<file path="config.mk">
export PLATFORM = sky130hd
export DESIGN_NAME = ring_buffer_deque_unit
export DESIGN_NICKNAME = d
export VERILOG_FILES = /design/src/rtl/core/rbd_pkg.sv /design/src/rtl/core/rbd_ctrl.sv /design/src/rtl/core/rbd_datapath.sv /design/src/rtl/core/ring_buffer_deque_unit.sv
export SDC_FILE = /design/constraint.sdc
export NUM_CORES = 1
export LEC_CHECK = 0
export BUFFER_PORTS_ARGS = -buffer_cell sky130_fd_sc_hd__buf_2
export CAP_MARGIN = 0
export CORE_MARGIN = 3
export CORE_UTILIZATION = 60
export CTS_BUF_LIST = sky130_fd_sc_hd__clkbuf_8
export CTS_CLUSTER_SIZE = 25
export DETAILED_ROUTE_END_ITERATION = 8
export PLACE_DENSITY = 0.85
export SYNTH_ARGS = -nofsm -noshare
export SYNTH_HDL_FRONTEND = slang
export SYNTH_SLANG_ARGS = --single-unit
</file>
<file path="constraint.sdc">
create_clock -name clock -period 11.46 [get_ports clock]
set_clock_uncertainty 0.15 [all_clocks]
set_input_delay 2.865 -clock clock [delete_from_list [all_inputs] [get_ports clock]]
set_output_delay 2.865 -clock clock [all_outputs]
set_load 0.03 [all_outputs]
</file>
<file path="src/rtl/core/rbd_pkg.sv">
// Shared types and constants for the ring buffer deque.
package rbd_pkg;

   localparam int DEPTH_DEF = 16;
   localparam int WIDTH_DEF = 32;

   localparam int ACTION_W = 3;
   localparam int DATA_W   = 32;
   localparam int STATUS_W = 2;
   localparam int OCC_W    = 5;

   typedef enum logic [ACTION_W-1:0] {
      ACT_PUSH_BACK  = 3'd0,
      ACT_PUSH_FRONT = 3'd1,
      ACT_POP_BACK   = 3'd2,
      ACT_POP_FRONT  = 3'd3,
      ACT_PEEK_FRONT = 3'd4,
      ACT_PEEK_BACK  = 3'd5
   } action_type;

   typedef enum logic [STATUS_W-1:0] {
      ST_OK    = 2'd0,
      ST_FULL  = 2'd1,
      ST_EMPTY = 2'd2
   } status_type;

   typedef enum logic {
      CS_IDLE,
      CS_LOAD
   } ctrl_state_type;

   // Controller to datapath commands.
   typedef struct packed {
      logic exec;  // perform the accepted request on the store and indices
      logic load;  // move the pending result into the output register
   } rbd_cmd_type;

endpackage

</file>
<file path="src/rtl/core/rbd_ctrl.sv">
// Controller: request handshake, sequencing and output register valid.
module rbd_ctrl (
   input  logic               clock,
   input  logic               reset,
   input  logic               req_valid,
   output logic               req_stall,
   output logic               rsp_valid,
   input  logic               rsp_stall,
   output rbd_pkg::rbd_cmd_type cmd
);
   import rbd_pkg::*;

   ctrl_state_type state_ff;
   ctrl_state_type state_in;
   logic           rsp_valid_ff;
   logic           rsp_valid_in;
   logic           out_free;

   assign out_free  = !rsp_valid_ff || !rsp_stall;
   assign rsp_valid = rsp_valid_ff;

   always_ff @(posedge clock) begin
      if (reset) begin
         state_ff     <= CS_IDLE;
         rsp_valid_ff <= 1'b0;
      end else begin
         state_ff     <= state_in;
         rsp_valid_ff <= rsp_valid_in;
      end
   end

   always_comb begin
      state_in     = state_ff;
      cmd          = '0;
      req_stall    = 1'b1;
      rsp_valid_in = rsp_valid_ff && rsp_stall;
      unique case (state_ff)
         CS_IDLE: begin
            req_stall = 1'b0;
            if (req_valid) begin
               cmd.exec = 1'b1;
               state_in = CS_LOAD;
            end
         end
         CS_LOAD: begin
            // wait here until the output register can take the result
            if (out_free) begin
               cmd.load     = 1'b1;
               rsp_valid_in = 1'b1;
               state_in     = CS_IDLE;
            end
         end
         default: begin
            state_in = CS_IDLE;
         end
      endcase
   end

`ifndef SYNTHESIS
   a_load_when_free: assert property (@(posedge clock) disable iff (reset)
      cmd.load |-> out_free)
      else $error("result loaded over an unread response");
   a_one_in_flight: assert property (@(posedge clock) disable iff (reset)
      cmd.exec |=> !cmd.exec)
      else $error("request accepted while another is in flight");
   a_load_sets_valid: assert property (@(posedge clock) disable iff (reset)
      cmd.load |=> rsp_valid_ff)
      else $error("loaded result not presented");
`endif

endmodule

</file>
<file path="src/rtl/core/rbd_datapath.sv">
// Datapath: slot store, head/tail indices, element count and result registers.
module rbd_datapath #(
   parameter int DEPTH = rbd_pkg::DEPTH_DEF,
   parameter int WIDTH = rbd_pkg::WIDTH_DEF
) (
   input  logic                          clock,
   input  logic                          reset,
   input  rbd_pkg::rbd_cmd_type          cmd,
   input  logic [rbd_pkg::ACTION_W-1:0]  req_action,
   input  logic [rbd_pkg::DATA_W-1:0]    req_data_in,
   output logic [rbd_pkg::DATA_W-1:0]    rsp_data_out,
   output logic [rbd_pkg::STATUS_W-1:0]  rsp_status,
   output logic [rbd_pkg::OCC_W-1:0]     rsp_occupancy
);
   import rbd_pkg::*;

   localparam int IDX_W = $clog2(DEPTH);
   localparam int CNT_W = $clog2(DEPTH + 1);

   logic [WIDTH-1:0] mem [DEPTH];

   logic [IDX_W-1:0] head_gap_ff, head_gap_in;
   logic [IDX_W-1:0] tail_ff, tail_in;
   logic [CNT_W-1:0] count_ff, count_in;

   logic [WIDTH-1:0]    rd_data_ff;
   logic                rd_ok_ff;
   status_type          pend_status_ff;
   logic [OCC_W-1:0]    pend_occ_ff;
   logic [DATA_W-1:0]   data_out_ff;
   status_type          status_ff;
   logic [OCC_W-1:0]    occ_ff;

   logic [IDX_W-1:0] head_inc, head_dec, tail_inc, tail_dec;
   logic [IDX_W-1:0] wr_addr, rd_addr;
   logic             wr_en, rd_en;
   logic             is_push, is_read, full, empty;
   status_type       status_c;

   assign head_inc = (head_gap_ff == IDX_W'(DEPTH - 1)) ? '0 : head_gap_ff + IDX_W'(1);
   assign head_dec = (head_gap_ff == '0) ? IDX_W'(DEPTH - 1) : head_gap_ff - IDX_W'(1);
   assign tail_inc = (tail_ff == IDX_W'(DEPTH - 1)) ? '0 : tail_ff + IDX_W'(1);
   assign tail_dec = (tail_ff == '0) ? IDX_W'(DEPTH - 1) : tail_ff - IDX_W'(1);

   assign is_push = (req_action == ACT_PUSH_BACK) || (req_action == ACT_PUSH_FRONT);
   assign is_read = (req_action == ACT_POP_BACK) || (req_action == ACT_POP_FRONT) ||
                    (req_action == ACT_PEEK_FRONT) || (req_action == ACT_PEEK_BACK);
   assign full    = (count_ff == CNT_W'(DEPTH));
   assign empty   = (count_ff == '0);

   always_comb begin
      status_c    = ST_OK;
      head_gap_in = head_gap_ff;
      tail_in     = tail_ff;
      count_in    = count_ff;
      wr_addr     = tail_inc;
      rd_addr     = tail_ff;
      wr_en       = 1'b0;
      rd_en       = 1'b0;
      priority if (is_push && full) begin
         status_c = ST_FULL;
      end else if (is_read && empty) begin
         status_c = ST_EMPTY;
      end else begin
         unique case (req_action)
            ACT_PUSH_BACK: begin
               wr_addr  = tail_inc;
               wr_en    = 1'b1;
               tail_in  = tail_inc;
               count_in = count_ff + CNT_W'(1);
            end
            ACT_PUSH_FRONT: begin
               wr_addr     = head_gap_ff;
               wr_en       = 1'b1;
               head_gap_in = head_dec;
               count_in    = count_ff + CNT_W'(1);
            end
            ACT_POP_BACK: begin
               rd_addr  = tail_ff;
               rd_en    = 1'b1;
               tail_in  = tail_dec;
               count_in = count_ff - CNT_W'(1);
            end
            ACT_POP_FRONT: begin
               rd_addr     = head_inc;
               rd_en       = 1'b1;
               head_gap_in = head_inc;
               count_in    = count_ff - CNT_W'(1);
            end
            ACT_PEEK_FRONT: begin
               rd_addr = head_inc;
               rd_en   = 1'b1;
            end
            ACT_PEEK_BACK: begin
               rd_addr = tail_ff;
               rd_en   = 1'b1;
            end
            default: begin
               // unused codes: no change, zero data, status ok
            end
         endcase
      end
   end

   always_ff @(posedge clock) begin
      if (reset) begin
         head_gap_ff <= '0;
         tail_ff     <= '0;
         count_ff    <= '0;
      end else if (cmd.exec) begin
         head_gap_ff <= head_gap_in;
         tail_ff     <= tail_in;
         count_ff    <= count_in;
      end
   end

   always_ff @(posedge clock) begin
      if (cmd.exec && wr_en) begin
         mem[wr_addr] <= WIDTH'(req_data_in);
      end
      if (cmd.exec && rd_en) begin
         rd_data_ff <= mem[rd_addr];
      end
   end

   always_ff @(posedge clock) begin
      if (cmd.exec) begin
         rd_ok_ff       <= rd_en;
         pend_status_ff <= status_c;
         pend_occ_ff    <= OCC_W'(count_in);
      end
      if (cmd.load) begin
         data_out_ff <= rd_ok_ff ? DATA_W'(rd_data_ff) : '0;
         status_ff   <= pend_status_ff;
         occ_ff      <= pend_occ_ff;
      end
   end

   assign rsp_data_out  = data_out_ff;
   assign rsp_status    = status_ff;
   assign rsp_occupancy = occ_ff;

`ifndef SYNTHESIS
   a_count_bound: assert property (@(posedge clock) disable iff (reset)
      count_ff <= CNT_W'(DEPTH))
      else $error("element count above capacity");
   a_index_ring: assert property (@(posedge clock) disable iff (reset)
      ((CNT_W + 1)'(head_gap_ff) + (CNT_W + 1)'(count_ff) == (CNT_W + 1)'(tail_ff)) ||
      ((CNT_W + 1)'(head_gap_ff) + (CNT_W + 1)'(count_ff) ==
       (CNT_W + 1)'(tail_ff) + (CNT_W + 1)'(DEPTH)))
      else $error("head, tail and count out of step");
   a_error_keeps_state: assert property (@(posedge clock) disable iff (reset)
      cmd.exec && (status_c != ST_OK) |=>
      (count_ff == $past(count_ff)) && (tail_ff == $past(tail_ff)) &&
      (head_gap_ff == $past(head_gap_ff)))
      else $error("failed request changed the deque");
`endif

endmodule

</file>
<file path="src/rtl/core/ring_buffer_deque_unit.sv">
// Top level of the ring buffer deque: controller plus datapath.
//
// Fixed-capacity double-ended queue of DEPTH entries of WIDTH bits.
// Request channel (req_valid/req_stall): req_action selects push back,
// push front, pop back, pop front, peek front or peek back; req_data_in
// is the element for a push. Response channel (rsp_valid/rsp_stall):
// one response per request with rsp_data_out, rsp_status (ok, full,
// empty) and rsp_occupancy after the action.
// A request accepted at one edge is performed on the store at that edge,
// where the store read, status and occupancy are registered as pending;
// they move to the output register once it is free. The controller keeps
// one request in flight and takes no new one until its response is loaded.
// The output register holds the response while rsp_stall is high, and
// req_stall stays high until the pending response has been loaded.
// Reset empties the deque (head, tail and count to zero) and drops any
// pending response; store contents are not cleared.
module ring_buffer_deque_unit #(
   parameter int DEPTH = rbd_pkg::DEPTH_DEF,
   parameter int WIDTH = rbd_pkg::WIDTH_DEF
) (
   input  logic                          clock,
   input  logic                          reset,
   input  logic                          req_valid,
   output logic                          req_stall,
   input  logic [rbd_pkg::ACTION_W-1:0]  req_action,
   input  logic [rbd_pkg::DATA_W-1:0]    req_data_in,
   output logic                          rsp_valid,
   input  logic                          rsp_stall,
   output logic [rbd_pkg::DATA_W-1:0]    rsp_data_out,
   output logic [rbd_pkg::STATUS_W-1:0]  rsp_status,
   output logic [rbd_pkg::OCC_W-1:0]     rsp_occupancy
);
   import rbd_pkg::*;

   rbd_cmd_type cmd;

   rbd_ctrl u_ctrl (
      .clock     (clock),
      .reset     (reset),
      .req_valid (req_valid),
      .req_stall (req_stall),
      .rsp_valid (rsp_valid),
      .rsp_stall (rsp_stall),
      .cmd       (cmd)
   );

   rbd_datapath #(
      .DEPTH (DEPTH),
      .WIDTH (WIDTH)
   ) u_datapath (
      .clock         (clock),
      .reset         (reset),
      .cmd           (cmd),
      .req_action    (req_action),
      .req_data_in   (req_data_in),
      .rsp_data_out  (rsp_data_out),
      .rsp_status    (rsp_status),
      .rsp_occupancy (rsp_occupancy)
   );

endmodule

</file>
==> impl_results.rst <==
.. list-table::
   :header-rows: 1

   * - Metric
     - Value
   * - Status
     - finished clean
   * - Yosys warns
     - 0
   * - Unique masters post-synth
     - 55
   * - Setup tns final
     - 0 ns
   * - Number of buffers on the longest clock path
     - 3
   * - Number of detailed-route iterations in the first pass
     - 5
   * - Most used cells in the layout excluding fill and tap cells
     - 591 x sky130_fd_sc_hd__edfxtp_1, 289 x sky130_fd_sc_hd__o211ai_1, 130 x sky130_fd_sc_hd__mux2_2, 128 x sky130_fd_sc_hd__inv_1, 94 x sky130_fd_sc_hd__clkbuf_8
   * - Critical Path Max Stage Delay
     - 0.94 ns
   * - Kind of start point of the critical path
     - input port
   * - Number of antenna-violating nets in the routed design
     - 0
   * - Final setup violation count
     - 0
   * - Hold Buf Count CTS
     - 0
   * - Synth async-reset ratio
     - 0%
   * - Max Fanout on Critical Path
     - 80
   * - Number of storage elements in the synthesis netlist
     - 606
   * - Final hold slack
     - 0.2702 ns
   * - TritonCTS clock tree
     - yes
   * - Setup repair after global routing missed its margin
     - false
   * - Synthesized instance count
     - 1545
   * - Total design power
     - 4.424 mW
   * - Part of the power in combinational logic
     - 8.0%
   * - Routed len/inst
     - 25.26 um
   * - Critical Path End Type
     - flip-flop
   * - Sum of overflow across all layers after global routing
     - 0
   * - DRC violation total after the first TritonRoute iteration
     - 2038
   * - Die extent in y
     - 209.5 um
   * - Main combinational cell family by area after synthesis
     - compound AO/OA/AOI/OAI gates
   * - Family with the most delay on the worst path
     - compound AO/OA/AOI/OAI gates
   * - Number of placed I/O pins
     - 80
   * - Clock buffer count from CTS
     - 91
   * - Sum of net half-perimeters after detailed placement
     - 28720 um
   * - Critical path cell sequence
     - buf_2 -> and3b_1 -> o221ai_4 -> buf_4 -> a21boi_4 -> buf_4 -> o211ai_1 -> o211ai_1 -> o2111ai_1
   * - Area of the multi-input gates
     - 0.006067 mm2
   * - Share of synthesized area spent on multiplexers
     - 8.631%
   * - Wire length after detailed routing
     - 56310 um
   * - Worst-Margin Slew
     - 1.239 ns
   * - Synth Cell Area
     - 0.02485 mm2
   * - Via count of the first global-routing pass
     - 14640
   * - Starting density of the core
     - 61.69%
   * - Terminus of the critical flop-to-flop path
     - u_datapath.rd_data_ff[6]$_DFFE_PP_
   * - Sequential area share after synthesis
     - 72.63%
   * - Xor and xnor fraction of the mapped netlist area
     - 0.3525%
   * - Source-to-sink clock delay at the later pin of the worst-skew pair
     - 0.64 ns
   * - Slowest CP cell
     - sky130_fd_sc_hd__a21boi_4
   * - Number of cells upsized or downsized after cts
     - 0
   * - Routed vias/inst
     - 6.467
   * - Area Growth Syn to Fin
     - 10.44%
   * - Count of buffering cells on the critical path with inverters included
     - 3
   * - Number of levels in the clock H-tree
     - 3
   * - Shortest clock period the worst path allows after layout
     - 6.648 ns
   * - Synth Flop Type
     - sky130_fd_sc_hd__edfxtp_1
   * - Worst hold stages
     - 0
   * - Met3 global-route usage
     - 5.112%
   * - Switching share of total power
     - 23.32%
   * - Area share of fa/ha/maj cells after synthesis
     - 0.5338%
   * - R2R setup slack
     - 6.57 ns
   * - Static Leak
     - 9.432 nW
   * - Final Wtd Congestion
     - 0.7963
   * - Layout cells sized above 1
     - 22.57%
   * - Area fraction in compound gates after synthesis
     - 11.83%
   * - Hold Vio Cnt, Final
     - 0
   * - GR met1 Demand/Resource
     - 34.60%
   * - Area occupied by registers
     - 0.01805 mm2
   * - Source of the worst hold timing path
     - u_datapath.pend_status_ff[0]$_SDFFCE_PP1P_
   * - Buffer count from post-CTS setup fixing
     - 0
   * - Worst vdd rail ir drop
     - 0.00008285 V
   * - Most common library cell in the layout ignoring fill and taps
     - sky130_fd_sc_hd__edfxtp_1
   * - Final worst-path cycle share
     - 58.01%
   * - Sw power
     - 1.032 mW
   * - Global-route wire length before repair
     - 85950 um
   * - Maximum capacitance violations
     - 0
   * - Type of the worst setup path
     - in -> reg
   * - Power per cell area
     - 161.2 mW/mm2
   * - Initial antenna violation count
     - 3
   * - Routing layer with the top usage in global route
     - met2
   * - Final net count
     - 1688
   * - Required time of the critical path
     - 11.68 ns
   * - Arrival time at the worst endpoint
     - 6.87 ns
   * - Sequential power share
     - 56.1%
   * - Fill cell total of the finished layout
     - 2495
   * - GRT Overall Usage
     - 25.64%
   * - Cell depth of the worst flop-to-flop path
     - 8
   * - Clock slew seen by the registers of the worst setup and hold paths
     - 0.06 ns
   * - Post-synthesis share of cell area spent on and, or, nand and nor gates
     - 2.276%
   * - Worst min path class
     - reg -> reg
   * - Number of remaining DRC errors
     - 0
   * - Floorplan die area
     - 0.04389 mm2
   * - Internal Pwr Total
     - 3.392 mW
   * - Largest net degree at the start of global routing
     - 199
   * - Site Rows
     - 73
   * - Core area
     - 0.04028 mm2
   * - Number of nets in the synthesized netlist
     - 1594
   * - Mapped Avg Cell Area
     - 16.08 um2
   * - Port-buffer cells
     - 79
   * - Clock group share of total power
     - 35.9%
   * - Count of flip-flops with a built-in enable after synthesis
     - 591
   * - Met2 layer usage reported by global route
     - 41.54%
   * - Chip Width
     - 209.5 um
   * - Total count of max-transition violations in the final report
     - 0
   * - Total via count in the routed design
     - 14420
   * - Worst rel slew slack
     - 17.42%
   * - TritonCTS sink count
     - 606
   * - Reg-to-reg startpoint
     - u_datapath.count_ff[1]$_SDFFE_PP0P_
   * - Utilization after layout
     - 68.13%
   * - Sink of the worst hold path
     - u_datapath.rsp_status[0]$_DFFE_PP_
   * - Top achievable clock speed
     - 150.4 MHz
   * - Library cell used as clock root buffer
     - sky130_fd_sc_hd__clkbuf_8
[how the worst max path moves through the flow]
stage | cells after the start | endpoint | slack [ns] | start
final | 9 | u_datapath.rd_data_ff[6]$_DFFE_PP_ | 4.81 | req_action[2]
after global routing | 9 | u_datapath.rd_data_ff[6]$_DFFE_PP_ | 4.55 | req_action[2]
after CTS | 9 | u_datapath.rd_data_ff[6]$_DFFE_PP_ | 4.90 | req_action[2]
after detailed placement | 9 | u_datapath.rd_data_ff[18]$_DFFE_PP_ | 4.32 | req_action[2]
after global placement | 8 | u_datapath.rd_data_ff[13]$_DFFE_PP_ | 4.47 | req_action[2]
after floorplan | 1 | u_datapath.rsp_data_out[0]$_SDFFCE_PN0P_ | 5.04 | rsp_stall
[power by group through the flow]
stage | clock network [mW] | registers [mW] | logic, mW
after global placement | 0 | 2.53 | 0.335
final | 1.59 | 2.48 | 0.355
after floorplan | 0 | 2.55 | 0.224
after CTS | 1.60 | 2.48 | 0.352
after global routing | 1.71 | 2.48 | 0.382
after detailed placement | 0 | 2.53 | 0.349
[routing by layer]
layer  up-vias  part of all wire, %
li1       6311                    -
met1      7149                   39
met2       800                   49
met3       153                  9.1
met4         2                  3.0
met5         -                0.021
[registers in the layout, indices dropped and copies added (netlist names)]
register	count
u_datapath.mem	512
u_datapath.rd_data_ff	32
u_datapath.rsp_data_out	32
u_datapath.count_ff	5
u_datapath.pend_occ_ff	5
u_datapath.rsp_occupancy	5
u_datapath.head_gap_ff	4
u_datapath.tail_ff	4
u_datapath.pend_status_ff	2
u_datapath.rsp_status	2
u_ctrl.rsp_valid	1
u_ctrl.state_ff	1
u_datapath.rd_ok_ff	1
[synthesized netlist by cell type (2+ instances only)]
library cell / instances / share of area (%)
sky130_fd_sc_hd__a211oi_1: 8 / 0.24
sky130_fd_sc_hd__buf_4: 4 / 0.12
sky130_fd_sc_hd__a21boi_2: 2 / 0.091
sky130_fd_sc_hd__buf_2: 35 / 0.70
sky130_fd_sc_hd__o22a_1: 3 / 0.11
sky130_fd_sc_hd__dfxtp_1: 15 / 1.2
sky130_fd_sc_hd__a22o_1: 2 / 0.071
sky130_fd_sc_hd__buf_1: 6 / 0.091
sky130_fd_sc_hd__buf_6: 6 / 0.27
sky130_fd_sc_hd__xnor2_1: 7 / 0.25
sky130_fd_sc_hd__and2_1: 32 / 0.81
sky130_fd_sc_hd__a21oi_1: 15 / 0.30
sky130_fd_sc_hd__o31ai_1: 4 / 0.12
sky130_fd_sc_hd__nor2_1: 35 / 0.53
sky130_fd_sc_hd__mux2_2: 130 / 5.9
sky130_fd_sc_hd__and3_1: 2 / 0.050
sky130_fd_sc_hd__a311oi_1: 3 / 0.11
sky130_fd_sc_hd__nand2_1: 19 / 0.29
sky130_fd_sc_hd__a31oi_1: 6 / 0.15
sky130_fd_sc_hd__clkbuf_1: 59 / 0.89
sky130_fd_sc_hd__a21o_1: 2 / 0.060
sky130_fd_sc_hd__mux2i_1: 68 / 2.7
sky130_fd_sc_hd__o2111ai_1: 32 / 1.1
sky130_fd_sc_hd__inv_1: 108 / 1.6
sky130_fd_sc_hd__edfxtp_1: 591 / 71
sky130_fd_sc_hd__xor2_1: 3 / 0.11
sky130_fd_sc_hd__nor3_1: 5 / 0.10
sky130_fd_sc_hd__nor2b_1: 3 / 0.076
sky130_fd_sc_hd__o211ai_1: 289 / 8.7
sky130_fd_sc_hd__ha_1: 9 / 0.45
sky130_fd_sc_hd__o21ai_0: 13 / 0.26
sky130_fd_sc_hd__nand2b_1: 6 / 0.15
[stage by stage]
stage	setup WS, ns	area [um2]	cells
6_report	4.812	27440	2229
5_1_grt	4.547	27440	2227
4_1_cts	4.902	27430	2226
3_5_place_dp	4.318	25830	2071
3_3_place_gp	4.474	25830	2071
2_1_floorplan	5.040	24850	1545
[final cells by class]
class	instances	share of cell area (%)
clock inverters	61	1.122
multi-input cells	719	22.11
repair buffers	111	2.362
diodes	3	0.02736
well taps	525	2.394
clock buffers	94	4.715
inverters	110	1.505
flip-flops and latches	606	65.77
[cell families after synthesis]
| family | after synthesis |
|---|---|
| AOI/OAI and AO/OA | 390 |
| adders and majority gates | 10 |
| buffers and inverters | 220 |
| xor gates and xnor gates | 10 |
| and+or+nand+nor | 111 |
| muxes | 198 |
| DFF | 606 |
Power figures use the tool's default switching activity.
